$ cat config.mk
export PLATFORM = sky130hd
export DESIGN_NAME = gain_scheduled_pid_steer_unit_flat
export DESIGN_NICKNAME = d
export VERILOG_FILES = /design/src/sv/gps_pkg.sv /design/src/sv/gps_if.sv /design/src/sv/gain_scheduled_pid_steer_unit.sv /design/src/sv/gps_serial_alu.sv /design/src/flat_wrapper.sv
export SDC_FILE = /design/constraint.sdc
export NUM_CORES = 2
export LEC_CHECK = 0
export ABC_CLOCK_PERIOD_IN_PS = 8960
export BUFFER_PORTS_ARGS = -buffer_cell sky130_fd_sc_hd__buf_2
export CAP_MARGIN = 25
export CORE_ASPECT_RATIO = 0.8
export CORE_MARGIN = 2
export CORE_UTILIZATION = 30
export DETAILED_ROUTE_END_ITERATION = 16
export GPL_TIMING_DRIVEN = 0
export SLEW_MARGIN = 20
export SYNTH_ARGS = -nofsm -noshare
export SYNTH_HDL_FRONTEND = slang
export SYNTH_SLANG_ARGS = --single-unit
$ cat constraint.sdc
create_clock -name clk -period 8.96 [get_ports clk]
set_input_delay 0.896 -clock clk [delete_from_list [all_inputs] [get_ports clk]]
set_output_delay 0.896 -clock clk [all_outputs]
set_load 0.05 [all_outputs]
$ cat src/sv/gps_pkg.sv
// Package for the gain-scheduled PID steering unit.
// Holds widths, constants, sequencer codes and shared types; depends on nothing.
package gps_pkg;

    localparam int ANGLE_W   = 16;
    localparam int SPEED_W   = 16;
    localparam int DT_W      = 20;
    localparam int GAIN_W    = 20;
    localparam int DRIVE_W   = 16;
    localparam int CFG_IDX_W = 3;
    localparam int CFG_DAT_W = 20;
    localparam int INTEG_W   = 24;

    localparam int INTEGRAL_LIMIT = 4096;
    localparam int PI_Q12         = 12868;
    localparam int TWO_PI_Q12     = 25736;
    localparam int WRAP_BIAS      = PI_Q12 + 3 * TWO_PI_Q12;
    localparam int TIME_BASE_US   = 40000;

    localparam int ALU_A_W    = 38;
    localparam int ALU_MCAND_W = 32;
    localparam int ALU_B_W    = 21;
    localparam int ALU_R_W    = 53;
    localparam int ALU_CNT_W  = 6;
    localparam int MUL_STEPS  = ALU_B_W;
    localparam int DIV_STEPS  = ALU_A_W;
    localparam int ACC_W      = 54;

    localparam logic [CFG_IDX_W-1:0] REG_LOW_BP  = 3'd0;
    localparam logic [CFG_IDX_W-1:0] REG_HIGH_BP = 3'd1;
    localparam logic [CFG_IDX_W-1:0] REG_KP_LOW  = 3'd2;
    localparam logic [CFG_IDX_W-1:0] REG_KP_HIGH = 3'd3;
    localparam logic [CFG_IDX_W-1:0] REG_KI_LOW  = 3'd4;
    localparam logic [CFG_IDX_W-1:0] REG_KI_HIGH = 3'd5;
    localparam logic [CFG_IDX_W-1:0] REG_KD_LOW  = 3'd6;
    localparam logic [CFG_IDX_W-1:0] REG_KD_HIGH = 3'd7;

    typedef enum logic [0:0] {
        ALU_MUL,
        ALU_DIV
    } gps_alu_op_t;

    typedef struct packed {
        logic        start;
        gps_alu_op_t op;
    } gps_alu_cmd_t;

    typedef struct packed {
        logic busy;
        logic done;
    } gps_alu_stat_t;

    typedef enum logic [2:0] {
        ST_IDLE,
        ST_WRAP,
        ST_ISSUE,
        ST_WAIT,
        ST_DONE
    } gps_state_t;

    typedef enum logic [2:0] {
        PH_MUL_I,
        PH_DIV_I,
        PH_MUL_D,
        PH_DIV_D,
        PH_GMUL,
        PH_GDIV,
        PH_TMUL
    } gps_phase_t;

    function automatic logic [31:0] abs32(input logic signed [31:0] x);
        logic [31:0] r;
        r = x[31] ? 32'(-x) : 32'(x);
        return r;
    endfunction

endpackage

$ cat src/sv/gps_if.sv
// Stream interfaces for input samples and steering commands.
// Depends on gps_pkg for field widths.
interface gps_in_if import gps_pkg::*; ();
    logic                      valid;
    logic                      ready;
    logic signed [ANGLE_W-1:0] wanted_angle;
    logic signed [ANGLE_W-1:0] measured_angle;
    logic signed [SPEED_W-1:0] vehicle_speed;
    logic        [DT_W-1:0]    elapsed_us;

    modport source (output valid, wanted_angle, measured_angle, vehicle_speed, elapsed_us,
                    input ready);
    modport sink (input valid, wanted_angle, measured_angle, vehicle_speed, elapsed_us,
                  output ready);
endinterface

interface gps_out_if import gps_pkg::*; ();
    logic                      valid;
    logic                      ready;
    logic signed [DRIVE_W-1:0] steer_drive;

    modport source (output valid, steer_drive, input ready);
    modport sink (input valid, steer_drive, output ready);
endinterface

$ cat src/sv/gain_scheduled_pid_steer_unit.sv
// Gain-scheduled PID steering unit: one steering command per input sample.
// Depends on gps_pkg, gps_if and gps_serial_alu.
//
// Each sample is processed in full before its command is registered, and the unit returns
// to idle, ready for the next sample, as the command is registered. The angle wrap runs
// first. A single bit-serial unit then performs every multiply and divide in turn: for
// the integral, for the derivative, and for each of the three gains. A gain skips the
// interpolation when the speed lies outside the breakpoint band or the breakpoints are
// not ordered, and is interpolated otherwise. Samples are processed one at a time. A
// finished command waits in an output register while the next sample is already
// accepted.
module gain_scheduled_pid_steer_unit import gps_pkg::*; (
    input  logic                  clk,
    input  logic                  rst_n,
    input  logic                  cfg_write_en,
    input  logic [CFG_IDX_W-1:0]  cfg_index,
    input  logic [CFG_DAT_W-1:0]  cfg_data,
    gps_in_if.sink                sample,
    gps_out_if.source             drive
);

    gps_state_t state_reg, state_next;
    gps_phase_t phase_reg, phase_next;
    logic [1:0] k_reg, k_next;

    logic signed [SPEED_W-1:0] low_bp_reg, high_bp_reg;
    logic signed [GAIN_W-1:0]  kp_lo_reg, kp_hi_reg, ki_lo_reg, ki_hi_reg, kd_lo_reg, kd_hi_reg;

    logic        [17:0]         t_reg, t_next;
    logic signed [SPEED_W-1:0]  speed_reg, speed_next;
    logic        [DT_W-1:0]     dt_reg, dt_next;
    logic signed [14:0]         e_reg, e_next;
    logic                       neg_reg, neg_next;
    logic        [ALU_A_W-1:0]  mag_reg, mag_next;
    logic signed [INTEG_W-1:0]  integ_reg, integ_next;
    logic signed [ANGLE_W-1:0]  prev_reg, prev_next;
    logic signed [31:0]         deriv_reg, deriv_next;
    logic signed [ALU_B_W-1:0]  gain_reg, gain_next;
    logic signed [ACC_W-1:0]    acc_reg, acc_next;
    logic                       out_valid_reg, out_valid_next;
    logic signed [DRIVE_W-1:0]  out_data_reg, out_data_next;

    gps_alu_cmd_t          alu_cmd;
    gps_alu_stat_t         alu_stat;
    logic [ALU_A_W-1:0]    alu_a;
    logic [ALU_B_W-1:0]    alu_b;
    logic [ALU_R_W-1:0]    alu_result;

    logic signed [GAIN_W-1:0]  g_lo, g_hi;
    logic signed [ALU_B_W-1:0] g_diff;
    logic signed [16:0]        speed_off, bp_span, diff_e;
    logic signed [31:0]        term;
    logic signed [20:0]        q_small;
    logic signed [INTEG_W:0]   integ_sum;
    logic signed [ACC_W-1:0]   prod;
    logic signed [25:0]        sat;
    logic signed [26:0]        rounded;
    logic                      accept_in;

    gps_serial_alu u_alu (
        .clk    (clk),
        .rst_n  (rst_n),
        .cmd    (alu_cmd),
        .a      (alu_a),
        .b      (alu_b),
        .stat   (alu_stat),
        .result (alu_result)
    );

    assign sample.ready = (state_reg == ST_IDLE);
    assign accept_in    = sample.valid && sample.ready;
    assign drive.valid  = out_valid_reg;
    assign drive.steer_drive = out_data_reg;

    always_comb
    begin
        case (k_reg)
            2'd0:
            begin
                g_lo = kp_lo_reg;
                g_hi = kp_hi_reg;
                term = 32'(e_reg);
            end
            2'd1:
            begin
                g_lo = ki_lo_reg;
                g_hi = ki_hi_reg;
                term = 32'(integ_reg);
            end
            default:
            begin
                g_lo = kd_lo_reg;
                g_hi = kd_hi_reg;
                term = deriv_reg;
            end
        endcase
    end

    assign g_diff    = ALU_B_W'(g_hi) - ALU_B_W'(g_lo);
    assign speed_off = 17'(speed_reg) - 17'(low_bp_reg);
    assign bp_span   = 17'(high_bp_reg) - 17'(low_bp_reg);
    assign diff_e    = 17'(e_reg) - 17'(prev_reg);
    assign q_small   = neg_reg ? -21'(alu_result[19:0]) : 21'(alu_result[19:0]);
    assign integ_sum = 25'(integ_reg) + 25'(q_small);
    assign prod      = neg_reg ? -ACC_W'(alu_result) : ACC_W'(alu_result);
    assign sat       = (acc_reg > ACC_W'(1 << 24)) ? 26'sd16777216 :
                       (acc_reg < -ACC_W'(1 << 24)) ? -26'sd16777216 : 26'(acc_reg);
    assign rounded   = (27'(sat) + 27'sd512) >>> 10;

    always_comb
    begin
        state_next     = state_reg;
        phase_next     = phase_reg;
        k_next         = k_reg;
        t_next         = t_reg;
        speed_next     = speed_reg;
        dt_next        = dt_reg;
        e_next         = e_reg;
        neg_next       = neg_reg;
        mag_next       = mag_reg;
        integ_next     = integ_reg;
        prev_next      = prev_reg;
        deriv_next     = deriv_reg;
        gain_next      = gain_reg;
        acc_next       = acc_reg;
        out_valid_next = out_valid_reg;
        out_data_next  = out_data_reg;
        alu_cmd.start  = 1'b0;
        alu_cmd.op     = ALU_MUL;
        alu_a          = '0;
        alu_b          = '0;

        if (drive.valid && drive.ready)
        begin
            out_valid_next = 1'b0;
        end

        case (state_reg)
            ST_IDLE:
            begin
                if (accept_in)
                begin
                    t_next = 18'(17'(sample.wanted_angle) - 17'(sample.measured_angle))
                             + 18'(WRAP_BIAS);
                    speed_next = sample.vehicle_speed;
                    dt_next    = (sample.elapsed_us == '0) ? DT_W'(1) : sample.elapsed_us;
                    acc_next   = '0;
                    state_next = ST_WRAP;
                end
            end
            ST_WRAP:
            begin
                if (t_reg >= 18'(TWO_PI_Q12))
                begin
                    t_next = t_reg - 18'(TWO_PI_Q12);
                end
                else
                begin
                    e_next     = 15'(19'(t_reg) - 19'(PI_Q12));
                    phase_next = PH_MUL_I;
                    state_next = ST_ISSUE;
                end
            end
            ST_ISSUE:
            begin
                state_next = ST_WAIT;
                alu_cmd.start = 1'b1;
                case (phase_reg)
                    PH_MUL_I:
                    begin
                        alu_a    = ALU_A_W'(dt_reg);
                        alu_b    = ALU_B_W'(abs32(32'(e_reg)));
                        neg_next = e_reg[14];
                    end
                    PH_DIV_I:
                    begin
                        alu_cmd.op = ALU_DIV;
                        alu_a      = mag_reg;
                        alu_b      = ALU_B_W'(TIME_BASE_US);
                    end
                    PH_MUL_D:
                    begin
                        alu_a    = ALU_A_W'(abs32(32'(diff_e)));
                        alu_b    = ALU_B_W'(TIME_BASE_US);
                        neg_next = diff_e[16];
                    end
                    PH_DIV_D:
                    begin
                        alu_cmd.op = ALU_DIV;
                        alu_a      = mag_reg;
                        alu_b      = ALU_B_W'(dt_reg);
                    end
                    PH_GMUL:
                    begin
                        if (high_bp_reg <= low_bp_reg || speed_reg <= low_bp_reg)
                        begin
                            alu_cmd.start = 1'b0;
                            gain_next  = ALU_B_W'(g_lo);
                            phase_next = PH_TMUL;
                            state_next = ST_ISSUE;
                        end
                        else if (speed_reg >= high_bp_reg)
                        begin
                            alu_cmd.start = 1'b0;
                            gain_next  = ALU_B_W'(g_hi);
                            phase_next = PH_TMUL;
                            state_next = ST_ISSUE;
                        end
                        else
                        begin
                            alu_a    = ALU_A_W'(speed_off[15:0]);
                            alu_b    = ALU_B_W'(abs32(32'(g_diff)));
                            neg_next = g_diff[ALU_B_W-1];
                        end
                    end
                    PH_GDIV:
                    begin
                        alu_cmd.op = ALU_DIV;
                        alu_a      = mag_reg;
                        alu_b      = ALU_B_W'(bp_span[15:0]);
                    end
                    default:
                    begin
                        alu_a    = ALU_A_W'(abs32(term));
                        alu_b    = ALU_B_W'(abs32(32'(gain_reg)));
                        neg_next = term[31] ^ gain_reg[ALU_B_W-1];
                    end
                endcase
            end
            ST_WAIT:
            begin
                if (alu_stat.done)
                begin
                    state_next = ST_ISSUE;
                    case (phase_reg)
                        PH_MUL_I:
                        begin
                            mag_next   = alu_result[ALU_A_W-1:0];
                            phase_next = PH_DIV_I;
                        end
                        PH_DIV_I:
                        begin
                            if (integ_sum > 25'(INTEGRAL_LIMIT))
                            begin
                                integ_next = INTEG_W'(INTEGRAL_LIMIT);
                            end
                            else if (integ_sum < -25'(INTEGRAL_LIMIT))
                            begin
                                integ_next = -INTEG_W'(INTEGRAL_LIMIT);
                            end
                            else
                            begin
                                integ_next = INTEG_W'(integ_sum);
                            end
                            phase_next = PH_MUL_D;
                        end
                        PH_MUL_D:
                        begin
                            mag_next   = alu_result[ALU_A_W-1:0];
                            phase_next = PH_DIV_D;
                        end
                        PH_DIV_D:
                        begin
                            deriv_next = neg_reg ? -32'(alu_result[30:0])
                                                 : 32'(alu_result[30:0]);
                            prev_next  = ANGLE_W'(e_reg);
                            k_next     = 2'd0;
                            phase_next = PH_GMUL;
                        end
                        PH_GMUL:
                        begin
                            mag_next   = alu_result[ALU_A_W-1:0];
                            phase_next = PH_GDIV;
                        end
                        PH_GDIV:
                        begin
                            gain_next  = ALU_B_W'(g_lo) + q_small;
                            phase_next = PH_TMUL;
                        end
                        default:
                        begin
                            acc_next = acc_reg + prod;
                            if (k_reg == 2'd2)
                            begin
                                state_next = ST_DONE;
                            end
                            else
                            begin
                                k_next     = k_reg + 2'd1;
                                phase_next = PH_GMUL;
                            end
                        end
                    endcase
                end
            end
            ST_DONE:
            begin
                if (!out_valid_reg || drive.ready)
                begin
                    out_valid_next = 1'b1;
                    out_data_next  = rounded[DRIVE_W-1:0];
                    state_next     = ST_IDLE;
                end
            end
            default:
            begin
                state_next = ST_IDLE;
            end
        endcase
    end

    always_ff @(posedge clk or negedge rst_n)
    begin
        if (!rst_n)
        begin
            state_reg     <= ST_IDLE;
            phase_reg     <= PH_MUL_I;
            k_reg         <= 2'd0;
            integ_reg     <= '0;
            prev_reg      <= '0;
            out_valid_reg <= 1'b0;
            low_bp_reg    <= 16'sd0;
            high_bp_reg   <= 16'sd512;
            kp_lo_reg     <= 20'sd4096;
            kp_hi_reg     <= 20'sd4096;
            ki_lo_reg     <= '0;
            ki_hi_reg     <= '0;
            kd_lo_reg     <= '0;
            kd_hi_reg     <= '0;
        end
        else
        begin
            state_reg     <= state_next;
            phase_reg     <= phase_next;
            k_reg         <= k_next;
            integ_reg     <= integ_next;
            prev_reg      <= prev_next;
            out_valid_reg <= out_valid_next;
            if (cfg_write_en)
            begin
                case (cfg_index)
                    REG_LOW_BP:  low_bp_reg  <= cfg_data[SPEED_W-1:0];
                    REG_HIGH_BP: high_bp_reg <= cfg_data[SPEED_W-1:0];
                    REG_KP_LOW:  kp_lo_reg   <= cfg_data;
                    REG_KP_HIGH: kp_hi_reg   <= cfg_data;
                    REG_KI_LOW:  ki_lo_reg   <= cfg_data;
                    REG_KI_HIGH: ki_hi_reg   <= cfg_data;
                    REG_KD_LOW:  kd_lo_reg   <= cfg_data;
                    REG_KD_HIGH: kd_hi_reg   <= cfg_data;
                    default:     kd_hi_reg   <= kd_hi_reg;
                endcase
            end
        end
    end

    always_ff @(posedge clk)
    begin
        t_reg        <= t_next;
        speed_reg    <= speed_next;
        dt_reg       <= dt_next;
        e_reg        <= e_next;
        neg_reg      <= neg_next;
        mag_reg      <= mag_next;
        deriv_reg    <= deriv_next;
        gain_reg     <= gain_next;
        acc_reg      <= acc_next;
        out_data_reg <= out_data_next;
    end

    a_integ_bound: assert property (@(posedge clk) disable iff (!rst_n)
        (integ_reg <= INTEG_W'(INTEGRAL_LIMIT)) && (integ_reg >= -INTEG_W'(INTEGRAL_LIMIT)))
        else $error("integral state left its clamp band");

    a_drive_range: assert property (@(posedge clk) disable iff (!rst_n)
        out_valid_reg |-> (out_data_reg <= 16'sd16384) && (out_data_reg >= -16'sd16384))
        else $error("steering command outside [-1, 1]");

    a_done_in_wait: assert property (@(posedge clk) disable iff (!rst_n)
        alu_stat.done |-> (state_reg == ST_WAIT))
        else $error("arithmetic unit finished outside a wait state");

    a_accept_wrap: assert property (@(posedge clk) disable iff (!rst_n)
        accept_in |=> (state_reg == ST_WRAP))
        else $error("accepted transaction did not start the angle wrap");

    a_no_issue_busy: assert property (@(posedge clk) disable iff (!rst_n)
        alu_cmd.start |-> !alu_stat.busy)
        else $error("arithmetic unit started while busy");

endmodule

$ cat src/sv/gps_serial_alu.sv
// Bit-serial unsigned multiplier and restoring divider, one bit per cycle.
// Depends on gps_pkg for widths and command types.
module gps_serial_alu import gps_pkg::*; (
    input  logic                 clk,
    input  logic                 rst_n,
    input  gps_alu_cmd_t         cmd,
    input  logic [ALU_A_W-1:0]   a,
    input  logic [ALU_B_W-1:0]   b,
    output gps_alu_stat_t        stat,
    output logic [ALU_R_W-1:0]   result
);

    logic                 busy_reg;
    logic                 done_reg;
    logic [ALU_CNT_W-1:0] cnt_reg;
    gps_alu_op_t          op_reg;
    logic [ALU_R_W-1:0]   acc_reg;
    logic [ALU_R_W-1:0]   mcand_reg;
    logic [ALU_B_W-1:0]   mplier_reg;
    logic [ALU_B_W-1:0]   divisor_reg;
    logic [ALU_B_W-1:0]   rem_reg;
    logic [ALU_A_W-1:0]   dq_reg;
    logic [ALU_B_W:0]     rem_sh;
    logic                 last_step;

    assign rem_sh = {rem_reg, dq_reg[ALU_A_W-1]};
    assign last_step = (op_reg == ALU_MUL) ? (cnt_reg == ALU_CNT_W'(MUL_STEPS - 1))
                                           : (cnt_reg == ALU_CNT_W'(DIV_STEPS - 1));

    always_ff @(posedge clk or negedge rst_n)
    begin
        if (!rst_n)
        begin
            busy_reg <= 1'b0;
            done_reg <= 1'b0;
            cnt_reg  <= '0;
            op_reg   <= ALU_MUL;
        end
        else
        begin
            done_reg <= 1'b0;
            if (cmd.start)
            begin
                busy_reg <= 1'b1;
                cnt_reg  <= '0;
                op_reg   <= cmd.op;
            end
            else if (busy_reg)
            begin
                cnt_reg <= cnt_reg + 1'b1;
                if (last_step)
                begin
                    busy_reg <= 1'b0;
                    done_reg <= 1'b1;
                end
            end
        end
    end

    always_ff @(posedge clk)
    begin
        if (cmd.start)
        begin
            acc_reg     <= '0;
            mcand_reg   <= ALU_R_W'(a[ALU_MCAND_W-1:0]);
            mplier_reg  <= b;
            divisor_reg <= b;
            rem_reg     <= '0;
            dq_reg      <= a;
        end
        else if (busy_reg)
        begin
            if (op_reg == ALU_MUL)
            begin
                if (mplier_reg[0])
                begin
                    acc_reg <= acc_reg + mcand_reg;
                end
                mcand_reg  <= {mcand_reg[ALU_R_W-2:0], 1'b0};
                mplier_reg <= {1'b0, mplier_reg[ALU_B_W-1:1]};
            end
            else
            begin
                if (rem_sh >= {1'b0, divisor_reg})
                begin
                    rem_reg <= ALU_B_W'(rem_sh - {1'b0, divisor_reg});
                    dq_reg  <= {dq_reg[ALU_A_W-2:0], 1'b1};
                end
                else
                begin
                    rem_reg <= rem_sh[ALU_B_W-1:0];
                    dq_reg  <= {dq_reg[ALU_A_W-2:0], 1'b0};
                end
            end
        end
    end

    assign stat.busy = busy_reg;
    assign stat.done = done_reg;
    assign result = (op_reg == ALU_MUL) ? acc_reg : ALU_R_W'(dq_reg);

endmodule

$ cat src/flat_wrapper.sv
// flat-port wrapper written by rule: the top's interface ports become plain ports
module gain_scheduled_pid_steer_unit_flat import gps_pkg::*;
  (clk, rst_n, cfg_write_en, cfg_index, cfg_data, sample_valid, sample_wanted_angle, sample_measured_angle, sample_vehicle_speed, sample_elapsed_us, sample_ready, drive_valid, drive_steer_drive, drive_ready);
  gps_in_if sample_i ();
  gps_out_if drive_i ();
  input  logic clk;
  input  logic rst_n;
  input  logic cfg_write_en;
  input  logic [CFG_IDX_W-1:0] cfg_index;
  input  logic [CFG_DAT_W-1:0] cfg_data;
  input wire logic [$bits(sample_i.valid)-1:0] sample_valid;
  input wire logic [$bits(sample_i.wanted_angle)-1:0] sample_wanted_angle;
  input wire logic [$bits(sample_i.measured_angle)-1:0] sample_measured_angle;
  input wire logic [$bits(sample_i.vehicle_speed)-1:0] sample_vehicle_speed;
  input wire logic [$bits(sample_i.elapsed_us)-1:0] sample_elapsed_us;
  output wire logic [$bits(sample_i.ready)-1:0] sample_ready;
  output wire logic [$bits(drive_i.valid)-1:0] drive_valid;
  output wire logic [$bits(drive_i.steer_drive)-1:0] drive_steer_drive;
  input wire logic [$bits(drive_i.ready)-1:0] drive_ready;
  assign sample_i.valid = sample_valid;
  assign sample_i.wanted_angle = sample_wanted_angle;
  assign sample_i.measured_angle = sample_measured_angle;
  assign sample_i.vehicle_speed = sample_vehicle_speed;
  assign sample_i.elapsed_us = sample_elapsed_us;
  assign sample_ready = sample_i.ready;
  assign drive_valid = drive_i.valid;
  assign drive_steer_drive = drive_i.steer_drive;
  assign drive_i.ready = drive_ready;
  gain_scheduled_pid_steer_unit u_core (.clk(clk), .rst_n(rst_n), .cfg_write_en(cfg_write_en), .cfg_index(cfg_index), .cfg_data(cfg_data), .sample(sample_i), .drive(drive_i));
endmodule
Yosys cells after proc, flatten, opt, wreduce, memory -nomap -nowiden
Index checks and enable logic that the tools add are counted.

Word-level logic and storage cells: 243. Bits of input ports: 96. Output and inout bits: 18. Flip-flop bits (word level): 647.

Add/sub/neg operators: 24. Reductions and logical operators: 47. Mux-type cells: 88. Equality and inequality tests: 34. Magnitude comparators: 9. Bitwise gates (word level): 5.

Operators by type and width (number): $mux W21 (16); $mux W54 (4); $mux W38 (5); $mux W32 (5); $pmux W38 S4 (1); $pmux W54 S2 (1); $pmux W21 S5 (1); $pmux W20 S2 (2); $pmux W32 S2 (1); $add A54 B54 Y54 (1); $gt A54 B26 Y1 const B (1); $lt A54 B25 Y1 const B (1); $neg A53 Y54 (1); $add A53 B53 Y53 (1); $mux W53 (1); $mux W26 (2); $mux W24 (2); $mux W3 (14); $neg A21 Y21 (2); $pmux W21 S2 (1); $mux W18 (2); $pmux W18 S2 (1); $le A16 B16 Y1 (2); $neg A16 Y32 (1); 62 further kinds (138).

Logic depth before layout (Yosys ltp)
Depth in word-level cells: 10. Mapped depth: 29. Depth with buffers taken out: 23.

Modules after synthesis
A second synthesis with hierarchy kept.

Cells, all modules: 4832. Area, all modules: 44722.9 sq um.

Modules (own cells, without submodules): gain_scheduled_pid_steer_unit (area an instance 31893.1 sq um, times used 1, seq. area each 11945.2 sq um, cells an instance 3427); gps_serial_alu (area an instance 12829.8 sq um, times used 1, seq. area each 5490.3 sq um, cells an instance 1405).

Worst setup path after synthesis
No wires, ideal clock.

Kind: register to register. Start point: register u_core.u_alu.op_reg. End point: register u_core.integ_reg[4]. Path buffers: 8. Cell stages (with the launch flop): 27. Library setup time: 0.096 ns. Data required time: 8.864 ns. Period minus slack after synthesis: 6.872 ns. Slack: 2.088 ns. Data arrival time: 6.776 ns. Cells stage by stage: dfrtp_1 buf_2 buf_4 buf_2 buf_2 clkbuf_1 clkbuf_1 clkbuf_1 mux2i_1 ha_1 o211ai_1 or3_1 or2_2 o31ai_1 xnor2_1 ha_1 clkbuf_1 a21oi_1 o21bai_1 a21o_1 a2111oi_0 nor2_1 o31a_1 or4_1 nor4_1 nor2_1 o31ai_1.

Longest elaborated chain between the ends: 7. Elaborated cells between the ends (all ways): 8. Those cells by class: add/sub: 2; order compare: 2; mux: 4.

RTL lines: start: declaration (RTL line gps_serial_alu.sv:16) `gps_alu_op_t op_reg;`; start signal: assignment (RTL line gps_serial_alu.sv:46) `op_reg <= cmd.op;`; $mux W53 * (RTL line gps_serial_alu.sv:100) `assign result = (op_reg == ALU_MUL) ? acc_reg : ALU_R_W'(dq_reg);`; $neg A20 Y21 (RTL line gain_scheduled_pid_steer_unit.sv:103) `assign q_small = neg_reg ? -21'(alu_result[19:0]) : 21'(alu_result[19:0]);`; $mux W21 * (RTL line gain_scheduled_pid_steer_unit.sv:103); $add A24 B21 Y25 * (RTL line gain_scheduled_pid_steer_unit.sv:104) `assign integ_sum = 25'(integ_reg) + 25'(q_small);`; $lt A25 B13 Y1 (RTL line gain_scheduled_pid_steer_unit.sv:247) `else if (integ_sum < -25'(INTEGRAL_LIMIT))`; $mux W24 (RTL line gain_scheduled_pid_steer_unit.sv:247); $mux W24 * (RTL line gain_scheduled_pid_steer_unit.sv:243) `if (integ_sum > 25'(INTEGRAL_LIMIT))`; end signal: assignment (RTL line gain_scheduled_pid_steer_unit.sv:336) `integ_reg <= integ_next;`; end: declaration (RTL line gain_scheduled_pid_steer_unit.sv:35) `logic signed [INTEG_W-1:0] integ_reg, integ_next;`.

Mark *: on every way between the ends. The rest lies on a longest branch, timed or not. A chain may end at the register's enable or synchronous reset.

Final worst setup path
Start point: register u_core.k_reg[1]. End point: register u_core.u_alu.divisor_reg[20], data pin.

Longest elaborated chain between the ends: 9. Elaborated cells between the ends (all ways): 11. Those cells by class: add/sub: 2; eq/ne: 1; mux: 7; reduce/logical: 1.

RTL lines: start: declaration (RTL line gain_scheduled_pid_steer_unit.sv:24) `logic [1:0] k_reg, k_next;`; start signal: assignment (RTL line gain_scheduled_pid_steer_unit.sv:335) `k_reg <= k_next;`; $eq A2 B1 Y1 / $logic_not A2 Y1 (equally long branches) (RTL line gain_scheduled_pid_steer_unit.sv:77) `case (k_reg)`; $pmux W20 S2 (RTL line gain_scheduled_pid_steer_unit.sv:77); $sub A20 B20 Y21 * (RTL line gain_scheduled_pid_steer_unit.sv:99) `assign g_diff = ALU_B_W'(g_hi) - ALU_B_W'(g_lo);`; $neg A21 Y21 (RTL line gps_pkg.sv:73) `r = x[31] ? 32'(-x) : 32'(x);`; $mux W21 * (RTL line gps_pkg.sv:73); $mux W21 * (RTL line gain_scheduled_pid_steer_unit.sv:202) `else if (speed_reg >= high_bp_reg)`; $mux W21 * (RTL line gain_scheduled_pid_steer_unit.sv:195) `if (high_bp_reg <= low_bp_reg || speed_reg <= low_bp_reg)`; $pmux W21 S5 * (RTL line gain_scheduled_pid_steer_unit.sv:168) `case (phase_reg)`; $mux W21 * (RTL line gain_scheduled_pid_steer_unit.sv:138) `case (state_reg)`; via u_core.alu_b[20] (RTL line gain_scheduled_pid_steer_unit.sv:46) `logic [ALU_B_W-1:0] alu_b;`; end signal: assignment (RTL line gps_serial_alu.sv:67) `divisor_reg <= b;`; end: declaration (RTL line gps_serial_alu.sv:20) `logic [ALU_B_W-1:0] divisor_reg;`.

Mark *: on every way through the listed nets, which the timed path passes. The rest lies on a longest branch.

==> flow_metrics.py <==
metrics = {
    "floorplan": {
        "initial_core_util_pct": 30.2,
        "rows": 127,
        "die_h_um": 351,
        "io_pins": 114,
        "die_area_um2": 154000,
        "die_w_um": 438,
        "core_um2": 150000,
    },
    "detailed_routing": {
        "wl_per_cell_um": 22.5,
        "num_vias": 40300,
        "met1_length_um": 76200,
        "drc": 0,
        "routed.top_layer": "met5",
        "dr.first_iter.drc_count": 4728,
        "final_antenna_net_count": 0,
        "drt-total-wl_um": 162000,
        "wl_met2_um": 66300,
        "via_per_inst": 5.60,
        "drt_first_pass_iters": 6,
        "detailroute.wirelength.met3_um": 15300,
    },
    "cts": {
        "clk_pin_slew_ps": 60,
        "tritoncts": "done",
        "insertion_delay_ps": 680,
        "clockBufferDepth": 3,
        "numCtsBuffers": 75,
        "clock-sinks": 647,
        "cts.htree.levels": 3,
        "root_buffer": "clkbuf_16",
        "post_cts_buffers": 0,
        "postCtsHoldBufs": 0,
    },
    "pwr": {
        "p_per_area_nw_per_um2": 336,
        "p_total_mw": 17.1,
        "vdd_drop_max_uv": 145,
        "comb_power_share_pct": 53.9,
        "clockPowerShare_pct": 18.0,
        "switching_power_mw": 7.93,
        "swShare_pct": 46.2,
        "leakage_nw": 20.6,
        "intPower_mw": 9.22,
        "p_seq_share_pct": 28.1,
    },
    "synthesis": {
        "synth_enable_flop_cells": 343,
        "async_reset_ff_share_pct": 32.3,
        "synth_warnings": 0,
        "ys_seq_elements": 647,
        "yosysSeqAreaShare_pct": 38.6,
        "synth_area_per_cell_um2": 9.16,
        "syn_inst": 4930,
        "synth_nets": 5309,
        "netlist_area_um2": 45200,
        "synth_ff_type": "edfxtp_1",
        "synth_largest_area_cell": "edfxtp_1",
        "synth_top_area_share_pct": 22.8,
        "yosys-top-cells-area": "edfxtp_1 (23%), dfrtp_1 (11%), ha_1 (7.6%)",
        "synth.distinct_cells": 107,
    },
    "placed_design": {
        "io_buffers": 113,
        "routabilityCongestion": 0.984,
        "dpl.hpwl_um": 127000,
    },
    "critical_path": {
        "cp-end-kind": "register",
        "path_buf_inv": 8,
        "path_class": "reg2reg",
        "required_ps": 9440,
        "critPathSlowestCell": "a2111oi_0",
        "critPathTopFamily": "buffers and inverters",
        "critical_path.max_fanout": 10,
        "arrival_ps": 8920,
        "cp_cell_sequence": "inv_1, ha_1, buf_6, nor2_1, buf_2, buf_6, clkbuf_1, clkbuf_2, clkbuf_2, buf_1, nand2_1, nand2_1, ha_1, a21oi_1, o21ai_0, a21oi_1, a211oi_1, a2111oi_0, o21ai_0, xnor2_1, nand4b_4, or4b_1, o32ai_1, and2_1",
        "slowest_delay_ps": 710,
        "cp-start-kind": "register",
    },
    "global_routing": {
        "grt_pass1_wl_um": 240000,
        "grt_max_degree": 93,
        "grt_use_total_pct": 20.5,
        "gr-total-overflow": 0,
        "antenna_found_initial": 7,
        "first_global_vias": 37100,
    },
    "final_layout": {
        "nets": 5520,
        "final_util_pct": 34.1,
        "final_layout_size_suffix_gt1_share_pct": 9.76,
        "largest_reg_flops": 54,
        "synthToLayoutAreaGrowth_pct": 13.0,
    },
    "timing": {
        "tightest_slew_ps": 1200,
        "skew_ps": 32.1,
        "min_period_ps": 8440,
        "clock.fmax_ghz": 0.119,
        "setup_viol": 0,
        "slew-limit-headroom_pct": 19.7,
        "rsz0062_at_grt": "no",
        "fin_crit_sh_pct": 94.2,
        "finalHoldViolCount": 0,
        "setup_tns_ps": 0,
        "slew_viol_final": 0,
    },
    "run_status": {
        "status": "complete, no violations",
    },
    "hold_path": {
        "hp-class": "in2async",
    },
    "flow_run": {
        "maxCapViolations": 0,
    },
}
==> synth_stat cells, types with 36 or more instances <==
cell	count
nand2_1	501
a21oi_1	362
nor2_1	362
edfxtp_1	343
o21ai_0	325
ha_1	274
inv_1	234
dfrtp_1	206
xnor2_1	193
clkbuf_1	186
mux2_2	153
a21o_1	138
xor2_1	132
dfxtp_1	95
nor3_1	87
nand3_1	85
o21a_1	67
a211oi_1	58
nand4_1	58
mux2i_1	55
or3_1	55
nand2b_1	54
and2_1	52
and3_1	49
nor2b_1	48
o211ai_1	48
nor4_1	46
a31oi_1	42
o31ai_1	42
a22o_1	36
==> cells in the final DEF, fill, tap and decap left out, drive strengths merged, types with 23 or more instances in the layout <==
cell type,instances
ha,274
and2,52
nor2,363
xnor2,194
clkinv,23
o21ai,330
a22o,36
or3,56
and3,49
a21o,138
a21oi,363
nor3,87
a221oi,35
clkbuf,292
or2,31
a211oi,60
inv,241
xor2,132
nor2b,48
a31oi,43
a21boi,23
nand2,502
o31ai,43
nand4,58
mux2i,55
o211ai,48
o22ai,24
buf,173
nor3b,26
a22oi,32
nand3,85
o21bai,28
edfxtp,343
mux2,153
dfrtp,206
nor4,46
o21a,67
nand2b,54
dfxtp,95
==> through the flow <==
step           setup WS, ps  cell area (um2)  hold WS [ps]  std cells
2_1_floorplan          2090            45200           427       4930
3_3_place_gp           -819            48200           466       7042
5_1_grt                84.3            51000           186       7203
3_5_place_dp           -613            48600           468       7061
6_report                521            51100           182       7207
4_1_cts                58.4            51000           177       7200
==> worst paths after layout <==
path / startpoint / endpoint / slack (ps) / cells past startpoint
setup / recovery: u_core.k_reg[1]$_DFFE_PN0P_ / u_core.u_alu.divisor_reg[20]$_DFFE_PP_ / 520 / 24
hold / removal: rst_n / u_core.integ_reg[20]$_DFFE_PN0P_ / 180 / 1
setup reg to reg: u_core.k_reg[1]$_DFFE_PN0P_ / u_core.u_alu.divisor_reg[20]$_DFFE_PP_ / 520 / 24
hold reg to reg: u_core.u_alu.mcand_reg[47]$_SDFFE_PP0P_ / u_core.u_alu.mcand_reg[48]$_SDFFE_PP0P_ / 480 / 2
max in group asynchronous: rst_n / u_core.kp_hi_reg[12]$_DFFE_PN1P_ / 7540 / 3
min in group clk: sample_vehicle_speed[1] / u_core.speed_reg[1]$_DFFE_PP_ / 400 / 1
==> layout make-up <==
cell class | count | area (um2)
sequential | 647 | 17400
fill | 15400 | 98600
buffer | 225 | 913
antenna | 5 | 12.5
timing repair buffer | 135 | 898
inverter | 235 | 882
multi-input combinational | 3822 | 26000
clock inverter | 34 | 264
clock buffer | 105 | 2120
tap | 1999 | 2500
==> worst register-to-register path: stages (launching register included) <==
cell and delay [ps]:
dfrtp_1 370, inv_1 70, ha_1 270, buf_6 180, nor2_1 410, buf_2 420
buf_6 220, clkbuf_1 420, clkbuf_2 420, clkbuf_2 450, buf_1 500, nand2_1 100
nand2_1 200, ha_1 340, a21oi_1 420, o21ai_0 180, a21oi_1 250, a211oi_1 100
a2111oi_0 710, o21ai_0 240, xnor2_1 670, nand4b_4 220, or4b_1 580, o32ai_1 190
and2_1 320
==> power by group through the flow <==
stage | Clock [mW] | Sequential [mW] | Combinational [mW]
final | 3.08 | 4.82 | 9.25
after global routing | 3.23 | 4.87 | 10.1
after CTS | 3.12 | 4.77 | 9.01
after detailed placement | 0 | 4.83 | 8.95
after global placement | 0 | 4.83 | 8.80
after floorplan | 0 | 4.52 | 6.39
==> what timing repair did <==
| item | CTS | global route |
|---|---|---|
| endpoints found under the setup margin | 13 | 34 |
| gates resized for setup | 3 | 9 |
| gates cloned | 0 | 0 |
==> cell families (layout without fill, tap and decap cells) <==
kind of cell	Yosys count	count (layout)	share of synthesized area, %
DFF	647	647	38.6
AOI/OAI and AO/OA	1471	1471	21.5
muxes	208	208	5.03
adders and majority gates	285	285	8.04
xor gates and xnor gates	327	327	6.39
other	0	5	0
and+or+nand+nor	1531	1531	16.4
buffers and inverters	461	734	3.97
==> layer usage <==
layer / vias up / track usage [%]
met2: 1690 / 29.3
met5: - / 0
li1: 18700 / -
met4: 4 / 5.81
met1: 19700 / 30.8
met3: 241 / 4.14
(Power assumes the default switching activity.)
